===== src/hdl/tcce_pkg.sv =====
package tcce_pkg;

   localparam logic [7:0] CH_BS      = 8'd8;
   localparam logic [7:0] CH_TAB     = 8'd9;
   localparam logic [7:0] CH_LF      = 8'd10;
   localparam logic [7:0] CH_CR      = 8'd13;
   localparam logic [7:0] CH_SPACE   = 8'd32;
   localparam logic [7:0] RESET_ATTR = 8'd7;

   typedef enum logic [1:0] {
      ACT_PUT   = 2'd0,
      ACT_READ  = 2'd1,
      ACT_CLEAR = 2'd2,
      ACT_NOP   = 2'd3
   } action_type;

   typedef enum logic [2:0] {
      KIND_PRINT,
      KIND_BS,
      KIND_TAB,
      KIND_LF,
      KIND_CR
   } kind_type;

   typedef enum logic [2:0] {
      ST_CLEAR,
      ST_IDLE,
      ST_PRE,
      ST_SCROLL,
      ST_ACT,
      ST_READ,
      ST_RDCAP,
      ST_DONE
   } state_type;

   typedef struct packed {
      logic accept;
      logic wrap;
      logic scroll_start;
      logic clear_start;
      logic sweep_step;
      logic put;
      logic put_space;
      logic bs;
      logic lf;
      logic col0;
      logic read_issue;
      logic read_capture;
      logic rsp_load;
   } cmd_type;

   typedef struct packed {
      kind_type kind;
      logic     wrap_pend;
      logic     last_row;
      logic     tab_last;
      logic     row_swept;
      logic     all_swept;
      logic     out_busy;
   } status_type;

endpackage


===== src/hdl/tcce_ctrl.sv =====
module tcce_ctrl (
   input  logic                   clock,
   input  logic                   reset,
   input  logic                   req_valid,
   input  tcce_pkg::action_type   req_action,
   output logic                   req_stall,
   input  tcce_pkg::status_type   sts,
   output tcce_pkg::cmd_type      cmd
);

   tcce_pkg::state_type state_ff, state_in;
   logic                tab_ff, tab_in;
   logic                ret_act_ff, ret_act_in;
   logic                item_ff, item_in;
   tcce_pkg::kind_type  kind_eff;

   // tab expands into a run of plain spaces
   assign kind_eff = tab_ff ? tcce_pkg::KIND_PRINT : sts.kind;

   always_ff @(posedge clock) begin
      if (reset) begin
         state_ff   <= tcce_pkg::ST_CLEAR;
         tab_ff     <= 1'b0;
         ret_act_ff <= 1'b0;
         item_ff    <= 1'b0;
      end else begin
         state_ff   <= state_in;
         tab_ff     <= tab_in;
         ret_act_ff <= ret_act_in;
         item_ff    <= item_in;
      end
   end

   always_comb begin
      state_in   = state_ff;
      tab_in     = tab_ff;
      ret_act_in = ret_act_ff;
      item_in    = item_ff;
      unique case (state_ff)
         tcce_pkg::ST_CLEAR: begin
            if (sts.all_swept) begin
               state_in = item_ff ? tcce_pkg::ST_DONE : tcce_pkg::ST_IDLE;
               item_in  = 1'b0;
            end
         end
         tcce_pkg::ST_IDLE: begin
            if (req_valid) begin
               tab_in = 1'b0;
               unique case (req_action)
                  tcce_pkg::ACT_PUT:   state_in = tcce_pkg::ST_PRE;
                  tcce_pkg::ACT_READ:  state_in = tcce_pkg::ST_READ;
                  tcce_pkg::ACT_CLEAR: begin
                     state_in = tcce_pkg::ST_CLEAR;
                     item_in  = 1'b1;
                  end
                  tcce_pkg::ACT_NOP:   state_in = tcce_pkg::ST_DONE;
               endcase
            end
         end
         tcce_pkg::ST_PRE: begin
            if (sts.wrap_pend && (kind_eff != tcce_pkg::KIND_LF) && sts.last_row) begin
               ret_act_in = 1'b1;
               state_in   = tcce_pkg::ST_SCROLL;
            end else begin
               state_in = tcce_pkg::ST_ACT;
            end
         end
         tcce_pkg::ST_SCROLL: begin
            if (sts.row_swept) begin
               state_in = ret_act_ff ? tcce_pkg::ST_ACT : tcce_pkg::ST_DONE;
            end
         end
         tcce_pkg::ST_ACT: begin
            unique case (kind_eff)
               tcce_pkg::KIND_PRINT: begin
                  state_in = (tab_ff && !sts.tab_last) ? tcce_pkg::ST_PRE
                                                       : tcce_pkg::ST_DONE;
               end
               tcce_pkg::KIND_TAB: begin
                  tab_in   = 1'b1;
                  state_in = tcce_pkg::ST_PRE;
               end
               tcce_pkg::KIND_LF: begin
                  if (sts.last_row) begin
                     ret_act_in = 1'b0;
                     state_in   = tcce_pkg::ST_SCROLL;
                  end else begin
                     state_in = tcce_pkg::ST_DONE;
                  end
               end
               default: state_in = tcce_pkg::ST_DONE;
            endcase
         end
         tcce_pkg::ST_READ:  state_in = tcce_pkg::ST_RDCAP;
         tcce_pkg::ST_RDCAP: state_in = tcce_pkg::ST_DONE;
         tcce_pkg::ST_DONE: begin
            if (!sts.out_busy) begin
               state_in = tcce_pkg::ST_IDLE;
            end
         end
      endcase
   end

   always_comb begin
      cmd       = '0;
      req_stall = 1'b1;
      unique case (state_ff)
         tcce_pkg::ST_CLEAR:  cmd.sweep_step = 1'b1;
         tcce_pkg::ST_IDLE: begin
            req_stall = 1'b0;
            if (req_valid) begin
               cmd.accept      = 1'b1;
               cmd.clear_start = (req_action == tcce_pkg::ACT_CLEAR);
            end
         end
         tcce_pkg::ST_PRE: begin
            if (sts.wrap_pend && (kind_eff != tcce_pkg::KIND_LF)) begin
               cmd.wrap         = 1'b1;
               cmd.scroll_start = sts.last_row;
            end
         end
         tcce_pkg::ST_SCROLL: cmd.sweep_step = 1'b1;
         tcce_pkg::ST_ACT: begin
            unique case (kind_eff)
               tcce_pkg::KIND_PRINT: begin
                  cmd.put       = 1'b1;
                  cmd.put_space = tab_ff;
               end
               tcce_pkg::KIND_BS: cmd.bs = 1'b1;
               tcce_pkg::KIND_LF: begin
                  cmd.lf           = 1'b1;
                  cmd.scroll_start = sts.last_row;
               end
               tcce_pkg::KIND_CR: cmd.col0 = 1'b1;
               default: ;
            endcase
         end
         tcce_pkg::ST_READ:  cmd.read_issue   = 1'b1;
         tcce_pkg::ST_RDCAP: cmd.read_capture = 1'b1;
         tcce_pkg::ST_DONE:  cmd.rsp_load     = !sts.out_busy;
      endcase
   end

endmodule


===== config.mk =====
export PLATFORM = sky130hd
export DESIGN_NAME = tcce_ctrl
export DESIGN_NICKNAME = d
export VERILOG_FILES = /design/src/hdl/tcce_pkg.sv /design/src/hdl/tcce_ctrl.sv
export SDC_FILE = /design/constraint.sdc
export NUM_CORES = 1
export LEC_CHECK = 0
export ABC_CLOCK_PERIOD_IN_PS = 1200
export BUFFER_PORTS_ARGS = -buffer_cell sky130_fd_sc_hd__buf_2
export CAP_MARGIN = 20
export CORE_MARGIN = 5
export CORE_UTILIZATION = 41
export DETAILED_ROUTE_END_ITERATION = 16
export PLACE_DENSITY = 0.74
export SETUP_SLACK_MARGIN = 0.02
export SLEW_MARGIN = 20
export SYNTH_ARGS = -nofsm -noshare
export SYNTH_HDL_FRONTEND = slang
export SYNTH_SLANG_ARGS = --single-unit

===== constraint.sdc =====
create_clock -name clock -period 1.2 [get_ports clock]
set_input_delay 0 -clock clock [delete_from_list [all_inputs] [get_ports clock]]
set_output_delay 0 -clock clock [all_outputs]
set_load 0.03 [all_outputs]

==> results by group, run 1 <==
Outcome
  • First Err: [ERROR DPL-0038] Utilization greater than 100%, impossible to legalize
  • Stop stage: 5_1_grt
  • Outcome: aborted with a tool error

Yosys
  • Synthesized flop and latch total: 6
  • Sequential fraction of the synthesis area: 0.186
  • Average cell area after synthesis: 7.60 µm²
  • Post-synthesis adder-cell area fraction: 0.0581
  • Synth cell types: 38
  • Yosys top cell area share: 0.186
  • Largest family of logic cells by synthesized area: simple AND/OR/NAND/NOR gates
  • Compound-Gate Fraction of Synth Area: 0.225
  • Number of flops mapped to enable cells by yosys: 0
  • YS warnings: 0
  • Ys flop type: dfxtp_1
  • Synth top area cells: dfxtp_1, nor2_1, ha_1, a221oi_1, a21oi_1
  • Post-Synthesis Net Count: 102
  • Post-synthesis mux area share: 0.0310
  • Synth area leader: dfxtp_1
  • Synth Cell Area: 646 µm²
  • Gate count of the mapped netlist: 85
  • Synth Area in Simple Gates: 0.390
  • Synth Area in XOR/XNOR: 0.0136
  • Asr flop ratio synth: 0

Die
  • Top Ports: 28
  • Row cnt: 14
  • Initial core utilization: 0.429
  • Die height: 49.7 µm
  • Chip width: 49.7 µm

Placement
  • Port bufs: 27
  • Routability cong.: between 0.7 and 0.8
  • DP Area: 1000 µm²
  • Post-DP HPWL: 1.63 mm
  • Dpl cells: around 140

Clocking
  • Inserted Clock Buffers: 3
  • Clk sinks: 6
  • Htree depth: 1
  • Clock root buffer: clkbuf_4
  • Clock buffer depth: 2

Timing
  • Worst EP Category: primary output
  • GRT worst endpoint: cmd[5]

Global route
  • Largest net degree at the start of global routing: 9
-- cell usage after synthesis, types with 2 or more instances --
| library cell | n |
|---|---|
| nor2_1 | 12 |
| dfxtp_1 | 6 |
| inv_1 | 6 |
| nand2_1 | 6 |
| a21oi_1 | 5 |
| nor3_1 | 5 |
| a221oi_1 | 3 |
| ha_1 | 3 |
| nand2b_1 | 3 |
| or3_1 | 3 |
| a31oi_1 | 2 |
| and3_1 | 2 |
| buf_2 | 2 |
| mux2i_1 | 2 |
| o22ai_1 | 2 |
-- through the flow --
stage,setup slack [ps],util
CTS,-313,0.874
detailed placement,-231,0.667
global placement,-203,0.667
floorplan,-317,-
-- repair_timing --
item	CTS
endpoints found under the setup margin	20
hold endpoints to repair	1
pin swaps	7
buffers inserted	15
gates resized for setup	48
gates cloned	0
hold buffers	1
-- cell families after synthesis --
| kind of cell | after synthesis |
|---|---|
| and+or+nand+nor | 42 |
| AOI/OAI and AO/OA | 19 |
| buffers and inverters | 12 |
| DFF | 6 |
| adders and majority gates | 3 |
| muxes | 2 |
| xor gates and xnor gates | 1 |
==> run 2: changes to the inputs <==
Settings changed: ABC_CLOCK_PERIOD_IN_PS 1200 to 1600, CORE_AREA from default to 5 5 66 68, CORE_MARGIN 5 to default, CORE_UTILIZATION 41 to default, DIE_AREA from default to 0 0 71 73, PLACE_DENSITY 0.74 to default, PLACE_DENSITY_LB_ADDON from default to 0.15, SETUP_SLACK_MARGIN 0.02 to default.
Clock period 1.2 ns to 1.6 ns, I/O delays scaled along.
==> results by group, run 2 <==
Outcome
  • Outcome: finished, final reports clean

Timing
  • Min Tclk post-route: 1530 ps
  • Slew Viols, Final: 0
  • RSZ-0062 raised after global routing: false
  • Worst Slack Setup Final: 68.0 ps
  • Crit share post-route: 0.957
  • Peak Freq: 653 MHz
  • Relative slew slack: 0.759
  • Final setup viols: 0
  • Final Hold Vio Count: 0
  • Worst-Margin Slew: about 360 ps
  • Setup TNS: 0 ps
  • Worst clock skew: 2.09 ps
  • Hold_ws: 27.6 ps

Finish
  • Final core utilization: 0.246
  • Multi-input logic area: 494 µm²
  • Number of fill cells: ~450
  • Synthesis-to-layout area growth: 44.6%
  • Number of flip-flops under the largest register name: 3
  • Proportion of layout cells with a drive suffix above 1: 0.448
  • Non-filler cells in the finished layout: 166
  • Commonest non-fill, non-tap cell in the layout: buf_2
  • Biggest register: state_ff
  • Nets@finish: around 140
  • Antenna cells: 0
  • Register area: 126 µm²
  • Most frequent cells in the layout: buf_2, nor2_1, buf_4, inv_1, nand2_1

Worst setup path
  • Arrival @ worst endpoint: approximately 1500 ps
  • Critical path required time: 1600 ps
  • Worst Path Max Fanout: 11
  • Worst Setup End Kind: primary output
  • Startpoint Class: flip-flop
  • Critical path class: reg -> out

Drt
  • Post-DR vias/cell: 4.63
  • 1st-iter DRT viols: 49
  • Vias: 768
  • Detailed-route wire length per cell: roughly 13 µm
  • Post-route ant nets: 0
  • Post-Route WL: 2.12 mm
  • Drt first pass iters: 4
  • Drc violations: 0

Die
  • Initial core utilization: 0.170 (-0.259)
  • Chip width: 71 µm (+43%)
  • Die height: 73 µm (+47%)
  • Row cnt: 23 (+9)
  • Core footprint: 3800 µm²
  • Die Area: between 5000 and 6000 µm²
  • Top Ports: 28 (unchanged)

Clocking
  • CTS tree: yes
  • Inserted Clock Buffers: 3 (unchanged)
  • Htree depth: 1 (unchanged)
  • Clock buffer depth: 2 (unchanged)
  • Clk_lat worst skew: around 220 ps
  • Clk sinks: 6 (unchanged)
  • Clock root buffer: clkbuf_8
  • Clk pin slew, worst setup/hold paths: about 40 ps

Yosys
  • Synth area leader: dfxtp_1
  • Top cells by count, synth: nor2_1, dfxtp_1, inv_1, nand2_1
  • Asr flop ratio synth: 0 (unchanged)
  • Gate count of the mapped netlist: 85 (unchanged)
  • Synth Cell Area: 646 µm² (unchanged)
  • Average cell area after synthesis: 7.60 µm² (unchanged)
  • YS warnings: 0 (unchanged)
  • Post-Synthesis Net Count: 102 (unchanged)
  • Synth cell types: 38 (unchanged)
  • Ys flop type: dfxtp_1
  • Number of flops mapped to enable cells by yosys: 0 (unchanged)
  • Yosys top cell area share: 0.186 (unchanged)
  • Most frequent cell after synthesis: nor2_1
  • Sequential fraction of the synthesis area: 0.186 (unchanged)
  • Synth top area cells: dfxtp_1, nor2_1, ha_1, a221oi_1, a21oi_1
  • Synthesized flop and latch total: 6 (unchanged)

Placement
  • Dpl cells: 162 (+13%)
  • Pre-CTS setup slack: 67.7 ps (+298 ps)
  • Routability cong.: 0.913 (+17%)
  • Port bufs: 27 (unchanged)
  • Post-DP HPWL: 1.72 mm (+5.5%)

Power and ir drop
  • Peak supply drop: 0.000404 V
  • Power Density: roughly 1500 nW/µm²
  • P_leak: 0.420 nW

Global route
  • Antenna violations before repair: 0
  • Total track usage: 0.0843
  • Largest net degree at the start of global routing: 13
  • Total gr overflow: 0
  • Global-route wire length before repair: 3.52 mm
  • Number of global-route vias before repair: 768

Flow run
  • Max cap viols: 0

Min path
  • Hold crit path type: in -> reg
## run 2: cell counts after synthesis
No cell type changed its count.
## run 2: stage by stage
| stage | power, W | cell area, µm² |
|---|---|---|
| 2_1_floorplan | 0.000897 | 662 |
| 3_3_place_gp | 0.00111 | 861 |
| 3_5_place_dp | 0.00109 | 861 |
| 4_1_cts | 0.00135 | 908 |
| 5_1_grt | 0.00148 | 933 |
| 6_report | 0.00138 | 933 |
## run 2: area by class of cell
cell class / count / area share
clock buffers: 3 / 0.0442
well taps: 50 / 0.0670
multi-input cells: 67 / 0.529
repair buffers: 33 / 0.196
flip-flops and latches: 6 / 0.135
inverters: 7 / 0.0282
## run 2: worst max-delay path: stages, from the launching register on
cell and delay, ps:
dfxtp_4 380, or3b_4 450, nor2_4 100, nand2_1 80, nor2_1 100, buf_2 200
## run 2: per-layer routing
metal	vias up	routed length, µm	track usage
li1	374	-	-
met1	343	920	0.111
met2	45	893	0.122
met3	6	245	0.0344
met4	0	60	0.0334
met5	-	0	0
## run 2: timing repair
action | in CTS | in global routing
resized for setup | 4 | 5
endpoints found under the setup margin | 5 | 5
pin swaps | 0 | 1
setup buffers | 0 | 1
hold buffers | 0 | 0
## run 2: kinds of logic after synthesis
logic type	Yosys count	share of synthesized area
AOI/OAI and AO/OA	19	0.225
xor gates and xnor gates	1	0.0136
adders and majority gates	3	0.0581
buffers and inverters	12	0.0969
DFF	6	0.186
muxes	2	0.0310
and+or+nand+nor	42	0.390
## run 2: power breakdown
group	switching [W]	total [W]	leakage (nW)	internal (W)
Sequential	0.0000911	0.000295	0.0503	0.000204
Combinational	0.000513	0.000857	0.348	0.000343
Clock	0.0000690	0.000231	0.0216	0.000162
Total	0.000673	0.00138	0.420	0.000710
## run 2: worst paths after layout
kind                                          startpoint                        to  slack (ps)  cells after the start
worst min-delay path                               reset  state_ff[2]$_SDFFE_PP0P_          30                      2
worst max register to register  state_ff[1]$_SDFFE_PP0P_  state_ff[1]$_SDFFE_PP0P_         130                      5
worst max-delay path            state_ff[1]$_SDFFE_PP0P_                    cmd[4]          70                      5
worst min register to register      item_ff$_SDFFE_PP0P_      item_ff$_SDFFE_PP0P_         490                      2
(Power assumes the default switching activity.)
